$ cat config.mk
export PLATFORM = sky130hd
export DESIGN_NAME = counting_semaphore_table_core_flat
export DESIGN_NICKNAME = d
export VERILOG_FILES = /design/src/design/csem_pkg.sv /design/src/design/csem_req_if.sv /design/src/design/csem_rsp_if.sv /design/src/design/csem_ram.sv /design/src/design/csem_cfg.sv /design/src/design/csem_ctrl.sv /design/src/design/counting_semaphore_table_core.sv /design/src/flat_wrapper.sv
export SDC_FILE = /design/constraint.sdc
export NUM_CORES = 2
export LEC_CHECK = 0
export ABC_AREA = 1
export ABC_CLOCK_PERIOD_IN_PS = 6400
export BUFFER_PORTS_ARGS = -buffer_cell sky130_fd_sc_hd__buf_2
export CORE_UTILIZATION = 45
export CTS_CLUSTER_DIAMETER = 60
export DETAILED_ROUTE_END_ITERATION = 10
export PLACE_DENSITY = 0.57
export SYNTH_ARGS = -nofsm -noshare
export SYNTH_HDL_FRONTEND = slang
export SYNTH_SLANG_ARGS = --single-unit
$ cat constraint.sdc
create_clock -name clk_i -period 6.4 [get_ports clk_i]
set_clock_uncertainty 0.1 [all_clocks]
set_input_delay 0.64 -clock clk_i [delete_from_list [all_inputs] [get_ports clk_i]]
set_output_delay 0.64 -clock clk_i [all_outputs]
set_load 0.05 [all_outputs]
$ cat src/design/csem_pkg.sv
// shared constants, types and register codes for the counting semaphore table
// no dependencies; imported by every other file of the block except csem_ram
package csem_pkg;

  // table geometry
  localparam int NUM_SEMAPHORES = 4;
  localparam int QUEUE_DEPTH    = 16;
  localparam int SEM_W   = (NUM_SEMAPHORES > 1) ? $clog2(NUM_SEMAPHORES) : 1;
  localparam int QPTR_W  = $clog2(QUEUE_DEPTH);
  localparam int QLEN_W  = $clog2(QUEUE_DEPTH + 1);
  localparam int WADDR_W = $clog2(NUM_SEMAPHORES * QUEUE_DEPTH);

  // transaction field widths
  localparam int OP_W     = 1;
  localparam int IDX_W    = 2;
  localparam int TID_W    = 16;
  localparam int PID_W    = 8;
  localparam int WAITER_W = TID_W + PID_W;
  localparam int STATUS_W = 2;
  localparam int COUNT_W  = 9;

  // configuration registers
  localparam int CNT_REG_W     = 8;
  localparam int NUM_REG_SETS  = 4;
  localparam int REG_SET_W     = $clog2(NUM_REG_SETS);
  localparam int REG_INIT_BASE = 0;
  localparam int REG_MAX_BASE  = 4;
  localparam int NUM_REGS      = 8;
  localparam int CFG_AW        = $clog2(NUM_REGS * 4);
  localparam int REG_IDX_W     = CFG_AW - 2;
  localparam int CFG_DW        = 32;
  localparam logic [CNT_REG_W-1:0] INIT_RESET = CNT_REG_W'(1);
  localparam logic [CNT_REG_W-1:0] MAX_RESET  = CNT_REG_W'(255);

  typedef enum logic [OP_W-1:0] {
    OP_WAIT   = 1'b0,
    OP_SIGNAL = 1'b1
  } op_e;

  typedef enum logic [STATUS_W-1:0] {
    ST_PROCEED  = 2'd0,
    ST_BLOCKED  = 2'd1,
    ST_REJECTED = 2'd2
  } status_e;

  // one entry of the semaphore state memory
  typedef struct packed {
    logic signed [COUNT_W-1:0] count;
    logic [QLEN_W-1:0]         len;
  } sem_entry_t;

  localparam int SEM_ENTRY_W = $bits(sem_entry_t);

  // register file view handed to the controller
  typedef struct packed {
    logic [NUM_REG_SETS-1:0][CNT_REG_W-1:0] init_count;
    logic [NUM_REG_SETS-1:0][CNT_REG_W-1:0] max_count;
    logic                                   reload;
    logic [REG_SET_W-1:0]                   reload_set;
  } cfg_t;

endpackage

$ cat src/design/csem_req_if.sv
// request channel: one semaphore operation per transaction
// depends on csem_pkg
interface csem_req_if;
  import csem_pkg::*;

  logic              valid;
  logic              ready;
  logic [OP_W-1:0]   operation;
  logic [IDX_W-1:0]  sem_index;
  logic [TID_W-1:0]  thread_tid;
  logic [PID_W-1:0]  thread_pid;

  modport source (output valid, operation, sem_index, thread_tid, thread_pid, input ready);
  modport sink   (input valid, operation, sem_index, thread_tid, thread_pid, output ready);
endinterface

$ cat src/design/csem_rsp_if.sv
// response channel: one result per request transaction
// depends on csem_pkg
interface csem_rsp_if;
  import csem_pkg::*;

  logic                      valid;
  logic                      ready;
  logic [STATUS_W-1:0]       wait_status;
  logic                      woken_valid;
  logic [TID_W-1:0]          woken_tid;
  logic [PID_W-1:0]          woken_pid;
  logic signed [COUNT_W-1:0] count_after;

  modport source (output valid, wait_status, woken_valid, woken_tid, woken_pid, count_after,
                  input ready);
  modport sink   (input valid, wait_status, woken_valid, woken_tid, woken_pid, count_after,
                  output ready);
endinterface

$ cat src/design/csem_ram.sv
// generic simple dual port ram, one write and one registered read port
// no dependencies
module csem_ram #(
  parameter int WIDTH = 8,
  parameter int DEPTH = 16,
  parameter int AW    = (DEPTH > 1) ? $clog2(DEPTH) : 1
) (
  input  logic             clk_i,
  input  logic             we_i,
  input  logic [AW-1:0]    waddr_i,
  input  logic [WIDTH-1:0] wdata_i,
  input  logic             re_i,
  input  logic [AW-1:0]    raddr_i,
  output logic [WIDTH-1:0] rdata_o
);

  logic [WIDTH-1:0] mem [DEPTH];

  // write port and registered read, read data holds while re_i is low
  always_ff @(posedge clk_i) begin
    if (we_i) begin
      mem[waddr_i] <= wdata_i;
    end
    if (re_i) begin
      rdata_o <= mem[raddr_i];
    end
  end

endmodule

$ cat src/design/csem_cfg.sv
// apb-style register file: initial counts and ceilings per register set
// depends on csem_pkg
module csem_cfg (
  input  logic                          clk_i,
  input  logic                          rst_ni,
  input  logic                          psel,
  input  logic                          penable,
  input  logic                          pwrite,
  input  logic [csem_pkg::CFG_AW-1:0]   paddr,
  input  logic [csem_pkg::CFG_DW-1:0]   pwdata,
  output logic [csem_pkg::CFG_DW-1:0]   prdata,
  output logic                          pready,
  output csem_pkg::cfg_t                cfg_o
);
  import csem_pkg::*;

  logic [NUM_REG_SETS-1:0][CNT_REG_W-1:0] init_q;
  logic [NUM_REG_SETS-1:0][CNT_REG_W-1:0] max_q;
  logic [REG_IDX_W-1:0]                   reg_idx;
  logic [REG_SET_W-1:0]                   init_set;
  logic [REG_SET_W-1:0]                   max_set;
  logic                                   wr_en;
  logic                                   is_init;
  logic                                   is_max;

  assign pready   = 1'b1;
  assign reg_idx  = paddr[CFG_AW-1:2];
  assign wr_en    = psel & penable & pwrite;
  assign is_init  = (32'(reg_idx) >= REG_INIT_BASE) && (32'(reg_idx) < REG_MAX_BASE);
  assign is_max   = (32'(reg_idx) >= REG_MAX_BASE) && (32'(reg_idx) < NUM_REGS);
  assign init_set = REG_SET_W'(32'(reg_idx) - REG_INIT_BASE);
  assign max_set  = REG_SET_W'(32'(reg_idx) - REG_MAX_BASE);

  // register write
  always_ff @(posedge clk_i or negedge rst_ni) begin
    if (!rst_ni) begin
      for (int i = 0; i < NUM_REG_SETS; i++) begin
        init_q[i] <= INIT_RESET;
        max_q[i]  <= MAX_RESET;
      end
    end else if (wr_en) begin
      if (is_init) begin
        init_q[init_set] <= pwdata[CNT_REG_W-1:0];
      end else if (is_max) begin
        max_q[max_set] <= pwdata[CNT_REG_W-1:0];
      end
    end
  end

  // register read
  always_comb begin
    prdata = '0;
    if (is_init) begin
      prdata = CFG_DW'(init_q[init_set]);
    end else if (is_max) begin
      prdata = CFG_DW'(max_q[max_set]);
    end
  end

  // writing an initial count reloads every semaphore of that set
  assign cfg_o.init_count = init_q;
  assign cfg_o.max_count  = max_q;
  assign cfg_o.reload     = wr_en & is_init;
  assign cfg_o.reload_set = init_set;

endmodule

$ cat src/design/csem_ctrl.sv
// semaphore engine: state and waiter memories with a two-step read-modify-write
// depends on csem_pkg, csem_req_if, csem_rsp_if and csem_ram
module csem_ctrl (
  input  logic           clk_i,
  input  logic           rst_ni,
  input  csem_pkg::cfg_t cfg_i,
  csem_req_if.sink       req_i,
  csem_rsp_if.source     rsp_o
);
  import csem_pkg::*;

  // held transaction
  logic                busy_q;
  logic [OP_W-1:0]     op_q;
  logic [IDX_W-1:0]    sem_q;
  logic [TID_W-1:0]    tid_q;
  logic [PID_W-1:0]    pid_q;
  logic                in_range_q;

  // per-semaphore flops: state entry valid and queue head
  logic [NUM_SEMAPHORES-1:0] st_valid_q;
  logic [QPTR_W-1:0]         head_q [NUM_SEMAPHORES];

  // result register
  logic                      rsp_valid_q;
  logic [STATUS_W-1:0]       status_q;
  logic                      woken_q;
  logic [TID_W-1:0]          wtid_q;
  logic [PID_W-1:0]          wpid_q;
  logic signed [COUNT_W-1:0] count_q;

  logic                      in_accept;
  logic                      go;
  logic                      in_range_in;
  logic [SEM_W-1:0]          head_sel;
  logic [SEM_W-1:0]          sem_a;
  logic [SEM_W-1:0]          sem_in_a;
  logic [WADDR_W-1:0]        wq_raddr;
  logic [WADDR_W-1:0]        wq_waddr;
  logic [WAITER_W-1:0]       wq_rdata;
  logic [SEM_ENTRY_W-1:0]    st_rdata;
  sem_entry_t                st_rd;
  sem_entry_t                st_new;
  logic [REG_SET_W-1:0]      set_a;

  logic signed [COUNT_W-1:0] cnt_cur;
  logic signed [COUNT_W-1:0] cnt_sig;
  logic signed [COUNT_W-1:0] max_s;
  logic [QLEN_W-1:0]         len_cur;
  logic [QPTR_W-1:0]         head_cur;
  logic [QPTR_W-1:0]         head_new;
  logic [QPTR_W:0]           slot_sum;
  logic [QPTR_W:0]           head_inc;
  logic [QPTR_W-1:0]         slot;
  logic                      enqueue;
  logic                      wake;
  status_e                   status;

  assign in_accept   = req_i.valid & req_i.ready;
  assign req_i.ready = !busy_q;
  assign go          = busy_q & (!rsp_valid_q | rsp_o.ready);
  assign in_range_in = 32'(req_i.sem_index) < NUM_SEMAPHORES;
  assign sem_in_a    = SEM_W'(req_i.sem_index);
  assign sem_a       = SEM_W'(sem_q);
  assign set_a       = REG_SET_W'(sem_q);
  assign head_sel    = busy_q ? sem_a : sem_in_a;
  assign head_cur    = head_q[head_sel];

  // oldest waiter of the addressed semaphore, read at accept
  assign wq_raddr = WADDR_W'(32'(sem_in_a) * QUEUE_DEPTH + 32'(head_cur));

  csem_ram #(
    .WIDTH (SEM_ENTRY_W),
    .DEPTH (NUM_SEMAPHORES)
  ) u_state_ram (
    .clk_i   (clk_i),
    .we_i    (go & in_range_q),
    .waddr_i (sem_a),
    .wdata_i (st_new),
    .re_i    (in_accept),
    .raddr_i (sem_in_a),
    .rdata_o (st_rdata)
  );

  csem_ram #(
    .WIDTH (WAITER_W),
    .DEPTH (NUM_SEMAPHORES * QUEUE_DEPTH)
  ) u_waiter_ram (
    .clk_i   (clk_i),
    .we_i    (go & in_range_q & enqueue),
    .waddr_i (wq_waddr),
    .wdata_i ({tid_q, pid_q}),
    .re_i    (in_accept),
    .raddr_i (wq_raddr),
    .rdata_o (wq_rdata)
  );

  // an entry not written since reset or reload reads as the initial state
  assign st_rd   = sem_entry_t'(st_rdata);
  assign cnt_cur = st_valid_q[sem_a] ? st_rd.count
                                     : $signed({1'b0, cfg_i.init_count[set_a]});
  assign len_cur = st_valid_q[sem_a] ? st_rd.len : '0;
  assign max_s   = $signed({1'b0, cfg_i.max_count[set_a]});

  // queue pointer arithmetic, both sums stay below twice the depth
  assign slot_sum = (QPTR_W+1)'(head_cur) + (QPTR_W+1)'(len_cur);
  assign slot     = (32'(slot_sum) >= QUEUE_DEPTH) ? QPTR_W'(32'(slot_sum) - QUEUE_DEPTH)
                                                   : QPTR_W'(slot_sum);
  assign head_inc = (QPTR_W+1)'(head_cur) + (QPTR_W+1)'(1);
  assign wq_waddr = WADDR_W'(32'(sem_a) * QUEUE_DEPTH + 32'(slot));
  assign cnt_sig  = (cnt_cur < max_s) ? cnt_cur + COUNT_W'(1) : cnt_cur;

  // modify step
  always_comb begin
    st_new.count = cnt_cur;
    st_new.len   = len_cur;
    head_new     = head_cur;
    status       = ST_PROCEED;
    enqueue      = 1'b0;
    wake         = 1'b0;
    case (op_e'(op_q))
      OP_WAIT: begin
        if (cnt_cur[COUNT_W-1] || cnt_cur == '0) begin
          if (32'(len_cur) >= QUEUE_DEPTH) begin
            status = ST_REJECTED;
          end else begin
            enqueue      = 1'b1;
            st_new.len   = len_cur + QLEN_W'(1);
            st_new.count = cnt_cur - COUNT_W'(1);
            status       = ST_BLOCKED;
          end
        end else begin
          st_new.count = cnt_cur - COUNT_W'(1);
        end
      end
      OP_SIGNAL: begin
        st_new.count = cnt_sig;
        if ((cnt_sig[COUNT_W-1] || cnt_sig == '0) && len_cur != '0) begin
          wake       = 1'b1;
          st_new.len = len_cur - QLEN_W'(1);
          head_new   = (32'(head_inc) == QUEUE_DEPTH) ? '0 : QPTR_W'(head_inc);
        end
      end
      default: begin
        st_new.count = cnt_cur;
      end
    endcase
  end

  // control: sequencing, valid bits, queue heads and result valid
  always_ff @(posedge clk_i or negedge rst_ni) begin
    if (!rst_ni) begin
      busy_q      <= 1'b0;
      rsp_valid_q <= 1'b0;
      st_valid_q  <= '0;
      for (int s = 0; s < NUM_SEMAPHORES; s++) begin
        head_q[s] <= '0;
      end
    end else begin
      // result stays until taken, a new one is loaded by the update step
      rsp_valid_q <= go | (rsp_valid_q & !rsp_o.ready);
      if (in_accept) begin
        busy_q <= 1'b1;
      end
      if (go) begin
        busy_q <= 1'b0;
        if (in_range_q) begin
          st_valid_q[sem_a] <= 1'b1;
          head_q[sem_a]     <= head_new;
        end
      end
      // reload of a register set empties its queues
      if (cfg_i.reload) begin
        for (int s = 0; s < NUM_SEMAPHORES; s++) begin
          if (REG_SET_W'(s) == cfg_i.reload_set) begin
            st_valid_q[s] <= 1'b0;
            head_q[s]     <= '0;
          end
        end
      end
    end
  end

  // payload capture
  always_ff @(posedge clk_i) begin
    if (in_accept) begin
      op_q       <= req_i.operation;
      sem_q      <= req_i.sem_index;
      tid_q      <= req_i.thread_tid;
      pid_q      <= req_i.thread_pid;
      in_range_q <= in_range_in;
    end
    if (go) begin
      status_q <= in_range_q ? status : ST_PROCEED;
      woken_q  <= in_range_q & wake;
      wtid_q   <= (in_range_q && wake) ? wq_rdata[WAITER_W-1:PID_W] : '0;
      wpid_q   <= (in_range_q && wake) ? wq_rdata[PID_W-1:0] : '0;
      count_q  <= in_range_q ? st_new.count : '0;
    end
  end

  assign rsp_o.valid       = rsp_valid_q;
  assign rsp_o.wait_status = status_q;
  assign rsp_o.woken_valid = woken_q;
  assign rsp_o.woken_tid   = wtid_q;
  assign rsp_o.woken_pid   = wpid_q;
  assign rsp_o.count_after = count_q;

  // an accepted transaction occupies the engine until its result is loaded
  a_accept_busy: assert property (@(posedge clk_i) disable iff (!rst_ni)
    in_accept |=> busy_q)
    else $error("accepted transaction did not occupy the engine");

  // a stalled result keeps the next update step waiting
  a_stall_holds: assert property (@(posedge clk_i) disable iff (!rst_ni)
    busy_q && rsp_valid_q && !rsp_o.ready |=> busy_q && rsp_valid_q)
    else $error("update step ran over a stalled result");

  // the update step always presents a result
  a_go_result: assert property (@(posedge clk_i) disable iff (!rst_ni)
    go |=> rsp_valid_q)
    else $error("update step produced no result");

  // a woken thread means the count is zero or less and no wait status
  a_wake_count: assert property (@(posedge clk_i) disable iff (!rst_ni)
    rsp_valid_q && woken_q |->
      (count_q[COUNT_W-1] || count_q == '0) && status_q == ST_PROCEED)
    else $error("wake reported with positive count or wait status");

  // the waiter store is written only for a blocking wait
  a_enqueue: assert property (@(posedge clk_i) disable iff (!rst_ni)
    go && in_range_q && enqueue |-> status == ST_BLOCKED && 32'(len_cur) < QUEUE_DEPTH)
    else $error("waiter written outside a blocking wait");

endmodule

$ cat src/design/counting_semaphore_table_core.sv
// top level of the counting semaphore table: register file and engine
// depends on csem_pkg, csem_req_if, csem_rsp_if, csem_ram, csem_cfg and csem_ctrl
//
//  channel  | direction | handshake            | payload
//  req_i    | in        | valid/ready          | operation, sem_index, thread_tid, thread_pid
//  rsp_o    | out       | valid/ready          | wait_status, woken_*, count_after
//  apb      | in/out    | psel/penable, pready | paddr, pwdata, prdata
//
// each transaction runs as the state and waiter memory reads issued at accept,
// then the update and write back, which also loads the result register
// req_i.ready is low while a transaction is in the engine; a new one is taken while
// the previous result still waits in the result register
// a result held by rsp_o.ready low stalls the update step of the next transaction
// reset needs no clearing pass: per-semaphore valid bits make state read as the
// initial count with an empty queue until first written
module counting_semaphore_table_core (
  input  logic                        clk_i,
  input  logic                        rst_ni,
  csem_req_if.sink                    req_i,
  csem_rsp_if.source                  rsp_o,
  input  logic                        psel,
  input  logic                        penable,
  input  logic                        pwrite,
  input  logic [csem_pkg::CFG_AW-1:0] paddr,
  input  logic [csem_pkg::CFG_DW-1:0] pwdata,
  output logic [csem_pkg::CFG_DW-1:0] prdata,
  output logic                        pready
);
  import csem_pkg::*;

  cfg_t cfg;

  // configuration registers
  csem_cfg u_cfg (
    .clk_i   (clk_i),
    .rst_ni  (rst_ni),
    .psel    (psel),
    .penable (penable),
    .pwrite  (pwrite),
    .paddr   (paddr),
    .pwdata  (pwdata),
    .prdata  (prdata),
    .pready  (pready),
    .cfg_o   (cfg)
  );

  // semaphore engine with its memories
  csem_ctrl u_ctrl (
    .clk_i  (clk_i),
    .rst_ni (rst_ni),
    .cfg_i  (cfg),
    .req_i  (req_i),
    .rsp_o  (rsp_o)
  );

endmodule
$ cat src/flat_wrapper.sv
// flat-port wrapper written by rule: the top's interface ports become plain ports
module counting_semaphore_table_core_flat import csem_pkg::*;
  (clk_i, rst_ni, psel, penable, pwrite, paddr, pwdata, prdata, pready, req_i_valid, req_i_operation, req_i_sem_index, req_i_thread_tid, req_i_thread_pid, req_i_ready, rsp_o_valid, rsp_o_wait_status, rsp_o_woken_valid, rsp_o_woken_tid, rsp_o_woken_pid, rsp_o_count_after, rsp_o_ready);
  csem_req_if req_i_i ();
  csem_rsp_if rsp_o_i ();
  input  logic clk_i;
  input  logic rst_ni;
  input  logic psel;
  input  logic penable;
  input  logic pwrite;
  input  logic [csem_pkg::CFG_AW-1:0] paddr;
  input  logic [csem_pkg::CFG_DW-1:0] pwdata;
  output logic [csem_pkg::CFG_DW-1:0] prdata;
  output logic pready;
  input wire logic [$bits(req_i_i.valid)-1:0] req_i_valid;
  input wire logic [$bits(req_i_i.operation)-1:0] req_i_operation;
  input wire logic [$bits(req_i_i.sem_index)-1:0] req_i_sem_index;
  input wire logic [$bits(req_i_i.thread_tid)-1:0] req_i_thread_tid;
  input wire logic [$bits(req_i_i.thread_pid)-1:0] req_i_thread_pid;
  output wire logic [$bits(req_i_i.ready)-1:0] req_i_ready;
  output wire logic [$bits(rsp_o_i.valid)-1:0] rsp_o_valid;
  output wire logic [$bits(rsp_o_i.wait_status)-1:0] rsp_o_wait_status;
  output wire logic [$bits(rsp_o_i.woken_valid)-1:0] rsp_o_woken_valid;
  output wire logic [$bits(rsp_o_i.woken_tid)-1:0] rsp_o_woken_tid;
  output wire logic [$bits(rsp_o_i.woken_pid)-1:0] rsp_o_woken_pid;
  output wire logic [$bits(rsp_o_i.count_after)-1:0] rsp_o_count_after;
  input wire logic [$bits(rsp_o_i.ready)-1:0] rsp_o_ready;
  assign req_i_i.valid = req_i_valid;
  assign req_i_i.operation = req_i_operation;
  assign req_i_i.sem_index = req_i_sem_index;
  assign req_i_i.thread_tid = req_i_thread_tid;
  assign req_i_i.thread_pid = req_i_thread_pid;
  assign req_i_ready = req_i_i.ready;
  assign rsp_o_valid = rsp_o_i.valid;
  assign rsp_o_wait_status = rsp_o_i.wait_status;
  assign rsp_o_woken_valid = rsp_o_i.woken_valid;
  assign rsp_o_woken_tid = rsp_o_i.woken_tid;
  assign rsp_o_woken_pid = rsp_o_i.woken_pid;
  assign rsp_o_count_after = rsp_o_i.count_after;
  assign rsp_o_i.ready = rsp_o_ready;
  counting_semaphore_table_core u_core (.clk_i(clk_i), .rst_ni(rst_ni), .req_i(req_i_i), .rsp_o(rsp_o_i), .psel(psel), .penable(penable), .pwrite(pwrite), .paddr(paddr), .pwdata(pwdata), .prdata(prdata), .pready(pready));
endmodule
==> reports/qor.txt <==
===============================================================================================
Result of the run ................................................................ finished, final reports clean
Clock root cell .................................................................. sky130_fd_sc_hd__clkbuf_16
Most numerous cell in the Yosys netlist .......................................... sky130_fd_sc_hd__edfxtp_1
Sequential cell area fraction in the yosys report ................................        72.5%
Fraction of registers with async set/reset .......................................        4.83%
Standby leakage power ............................................................      28.6 nW
Area of placed instances .........................................................  0.0761 mm^2
Power per unit of standard cell area .............................................  520 mW/mm^2
Cells along the critical path .................................................... inv_4, nor2_2, inv_1, o22ai_1, a221oi_1, ha_1, nand2_1, nor2_1, a21boi_0, nor2_1, nand2_2, nand2_2, inv_1, nand2_1, nand2_1, nand2_1, nor2_1, nand2_1, nand2_2, nand2_4, inv_2, nand2_4, nand2_1, xor2_1
Startpoint-to-endpoint class of the critical path ................................ flop to flop
Final number of setup-violating endpoints ........................................            0
Crit path arrival time ...........................................................      6.27 ns
Area of the placeable core .......................................................   0.161 mm^2
Setup repair after global routing missed its margin ..............................        false
Ratio of final minimum period to clock period ....................................        89.5%
Wire length of the first global-routing pass .....................................    299000 um
Cells taking the most area after synthesis ....................................... sky130_fd_sc_hd__edfxtp_1 69%, sky130_fd_sc_hd__nand2_1 5.6%, sky130_fd_sc_hd__o21ai_0 4.2%
Critical Path Most Common Cell ................................................... sky130_fd_sc_hd__nand2_1
Vertical die dimension ...........................................................       405 um
Clock input transition at the sequential cells of the worst setup and hold paths .      0.06 ns
Area grow syn2layout .............................................................        12.1%
Source of the worst hold timing path .............................................    pwdata[5]
Number of enable-type register cells in the synthesized netlist ..................         1693
Insertion delay of the later-clocked pin in the worst-skew pair ..................      0.83 ns
Adder-cell share of the synthesized area .........................................       0.284%
Wirelength per Cell ..............................................................      24.0 um
Flip-flop cell with the highest count after synthesis ............................ sky130_fd_sc_hd__edfxtp_1
Buffers and inverters on the worst path ..........................................            4
Vias after detailed routing ......................................................        47776
Synth Area per Inst ..............................................................    11.8 um^2
Count of input and output buffers ................................................           90
Vias in the first global route ...................................................        44768
Row Count ........................................................................          147
Max-Cap Viols ....................................................................            0
Type of destination of the critical path .........................................         flop
Simple-gate area share of the yosys netlist ......................................        12.7%
Detailed placement HPWL ..........................................................    110000 um
Layout cell share with drive strength beyond 1 ...................................        10.6%
Warning count from the yosys run .................................................            0
Share of the synthesized area in compound gates (AO/OA/AOI/OAI) ..................        10.3%
Clock tree from TritonCTS ........................................................          yes
Kind of path behind the tightest hold check ...................................... input port to flop
Flops & latches, synth ...........................................................         1779
Clock tree buffer depth ..........................................................            3
Share of synthesized area spent on multiplexers ..................................           0%
Largest stage delay on the critical path .........................................      1.03 ns
Antenna violations before repair .................................................            7
Drt first pass iters .............................................................            6
Synth Instances ..................................................................         6178
Slew at the pin with the worst max-slew slack ....................................      1.47 ns
Mapped cell area .................................................................  0.0732 mm^2
Hold Vio Cnt, Final ..............................................................            0
Startpoint Class .................................................................         flop
Number of gates resized after CTS ................................................            0
Remaining global-route overflow ..................................................            0
Number of design-rule violations left by the first detailed-router iteration .....         5063
Min Tclk post-route ..............................................................      5.73 ns
Total detailed-routing wirelength ................................................    205000 um
Cell with the biggest individual delay on the critical path ...................... sky130_fd_sc_hd__edfxtp_1
Effective utilization at floorplan ...............................................        45.5%
Max Slew Vio Count ...............................................................            0
Final-stage net count ............................................................         6343
Vias per std cell ................................................................         5.58
Peak VDD IR ......................................................................       727 uV
Io pins ..........................................................................          142
Post-route cell area .............................................................  0.0821 mm^2
Placer congestion estimate .......................................................        0.861
Area share of the largest cell type after synthesis ..............................        69.5%
Combinational family with the most area after synthesis .......................... simple AND/OR/NAND/NOR gates
Residual DRC .....................................................................            0
Post-detailed-route count of antenna-violating nets ..............................            0
Maximum level of the CTS H-tree ..................................................            4
Top cells by instance count after synthesis ...................................... 1693 x sky130_fd_sc_hd__edfxtp_1, 1088 x sky130_fd_sc_hd__nand2_1, 713 x sky130_fd_sc_hd__nor2_1, 616 x sky130_fd_sc_hd__o21ai_0, 395 x sky130_fd_sc_hd__a21oi_1
Cell family contributing the most delay on the critical path ..................... simple AND/OR/NAND/NOR gates
Relative slew slack ..............................................................        1.94%
Filler Cell Count ................................................................        13871
Launching instance or port of the critical path .................................. u_core.u_ctrl.sem_a[0]
Fraction of synthesized cell area in xor and xnor cells ..........................      0.0957%
Worst r2r src .................................................................... u_core.u_ctrl.sem_a[0]
Sum Neg Setup Slack ..............................................................         0 ns
Area of the die ..................................................................   0.164 mm^2
Critical Path Fanout Max .........................................................           27
Library cells used by synthesis ..................................................           51
Largest net degree at the start of global routing ................................          181
GR Util All Layers ...............................................................        24.8%
Die width ........................................................................       405 um
Data required time at the worst endpoint .........................................      6.94 ns
Fmax achieved ....................................................................      175 MHz
CTS Buf Count ....................................................................          185
Total number of clock tree sinks .................................................         1779
Cell type with the highest aggregate area in the netlist ......................... sky130_fd_sc_hd__edfxtp_1
===============================================================================================
[area by class of cell]
class                   count  area (um^2)  area share (%)
repair buffers            268         2060            2.51
inverters                 311         1200            1.46
diodes                      1         2.50         0.00305
clock inverters           106          863            1.05
well taps                2160         2700            3.29
flip-flops and latches   1779        53000            64.6
multi-input cells        3711        17400            21.2
clock buffers             226         4830            5.88
[per-stage QoR]
step / setup slack, ns / power, mW / hold slack [ns] / util, % / std cells
3_5_place_dp: 0.822 / 32.6 / 0.383 / 47.3 / 8201
4_1_cts: 0.799 / 42.8 / 0.0747 / 51.0 / 8561
5_1_grt: 0.279 / 45.0 / 0.112 / 51.0 / 8561
6_report: 0.672 / 42.7 / 0.130 / 51.0 / 8562
2_1_floorplan: 1.58 / 26.3 / 0.244 / - / 6201
3_3_place_gp: 0.851 / 32.5 / 0.373 / 47.3 / 8201
[placed cells by master (no fill, tap or decap), types with 89 or more instances in the layout]
master | synthesis | final
sky130_fd_sc_hd__o21ai_1 | 145 | 144
sky130_fd_sc_hd__inv_1 | 294 | 291
sky130_fd_sc_hd__o22ai_1 | 170 | 170
sky130_fd_sc_hd__buf_2 | 193 | 89
sky130_fd_sc_hd__o21ai_0 | 616 | 616
sky130_fd_sc_hd__edfxtp_1 | 1693 | 1693
sky130_fd_sc_hd__buf_4 | 34 | 135
sky130_fd_sc_hd__nor3_1 | 195 | 195
sky130_fd_sc_hd__nand3_1 | 152 | 152
sky130_fd_sc_hd__a21oi_1 | 395 | 395
sky130_fd_sc_hd__clkbuf_16 | 0 | 187
sky130_fd_sc_hd__nor2_1 | 713 | 644
sky130_fd_sc_hd__nand2_1 | 1088 | 1087
[worst register-to-register path, cell delays in order (launching register included)]
cell and delay (ns):
sky130_fd_sc_hd__edfxtp_1 1.03, sky130_fd_sc_hd__inv_4 0.26, sky130_fd_sc_hd__nor2_2 0.70, sky130_fd_sc_hd__inv_1 0.35, sky130_fd_sc_hd__o22ai_1 0.19, sky130_fd_sc_hd__a221oi_1 0.14
sky130_fd_sc_hd__ha_1 0.43, sky130_fd_sc_hd__nand2_1 0.07, sky130_fd_sc_hd__nor2_1 0.11, sky130_fd_sc_hd__a21boi_0 0.23, sky130_fd_sc_hd__nor2_1 0.09, sky130_fd_sc_hd__nand2_2 0.12
sky130_fd_sc_hd__nand2_2 0.17, sky130_fd_sc_hd__inv_1 0.17, sky130_fd_sc_hd__nand2_1 0.08, sky130_fd_sc_hd__nand2_1 0.09, sky130_fd_sc_hd__nand2_1 0.06, sky130_fd_sc_hd__nor2_1 0.16
sky130_fd_sc_hd__nand2_1 0.09, sky130_fd_sc_hd__nand2_2 0.12, sky130_fd_sc_hd__nand2_4 0.08, sky130_fd_sc_hd__inv_2 0.09, sky130_fd_sc_hd__nand2_4 0.20, sky130_fd_sc_hd__nand2_1 0.18
sky130_fd_sc_hd__xor2_1 0.24
[routing by layer]
layer  GRT usage [%]  vias up  routed length (um)
met5               0        -                   7
li1                -    22000                   -
met2            39.3     1787               95500
met1            34.9    23670               88200
met4            8.50        2                6380
met3            3.98      317               15200
[where the power goes]
part / internal, mW / leakage, nW / total [mW] / switching (mW)
clock network: 5.73 / 2.77 / 10.2 / 4.51
logic: 4.67 / 9.52 / 18.3 / 13.6
registers: 13.8 / 16.3 / 14.1 / 0.307
[flip-flops by register name, indices dropped and copies added, names as in the netlist]
name and flops:
u_core.u_ctrl.u_waiter_ram.rdata_o 24, u_core.u_ctrl.u_state_ram.rdata_o 14, u_core.u_ctrl.rsp_o.woken_tid 16, u_core.u_ctrl.pid_q 8, u_core.u_ctrl.rsp_o.count_after 9, u_core.u_ctrl.head_q 16, u_core.u_ctrl.busy_q 1, u_core.u_ctrl.sem_a 2
u_core.u_ctrl.u_state_ram.mem 56, u_core.u_cfg.cfg_o 64, u_core.u_ctrl.rsp_o.valid 1, u_core.u_ctrl.op_q 1, u_core.u_ctrl.rsp_o.wait_status 2, u_core.u_ctrl.u_waiter_ram.mem 1536, u_core.u_ctrl.st_valid_q 4, u_core.u_ctrl.rsp_o.woken_pid 8
u_core.u_ctrl.tid_q 16, u_core.u_ctrl.rsp_o.woken_valid 1
[path summary, 6_finish.rpt]
kind / to / slack (ns) / cells after the start
setup / recovery: u_core.u_ctrl.u_state_ram.mem[3][0] / 0.67 / 24
hold / removal: u_core.u_cfg.cfg_o[48] / 0.13 / 3
setup reg to reg: u_core.u_ctrl.u_state_ram.mem[3][0] / 0.67 / 24
hold reg to reg: u_core.u_cfg.cfg_o[13] / 0.39 / 2
max in group asynchronous: u_core.u_ctrl.rsp_o.valid / 4.88 / 3
min in group asynchronous: u_core.u_cfg.cfg_o[22] / 0.31 / 2
[kinds of logic (layout without fill, tap and decap cells)]
logic type | after synthesis | in the layout
flip-flops | 1779 | 1779
XOR/XNOR | 8 | 8
adder cells (fa/ha/maj) | 16 | 16
AND/OR/NAND/NOR | 2251 | 2251
other | 2 | 26
buffers and inverters | 711 | 911
AO/OA/AOI/OAI | 1411 | 1411
[timing repair]
item / 4_1_cts / 5_1_grt
buffers inserted: 0 / 0
hold buffers: 28 / 0
hold endpoints to repair: 39 / 0
Note: power is estimated with default switching activity, not from simulation.
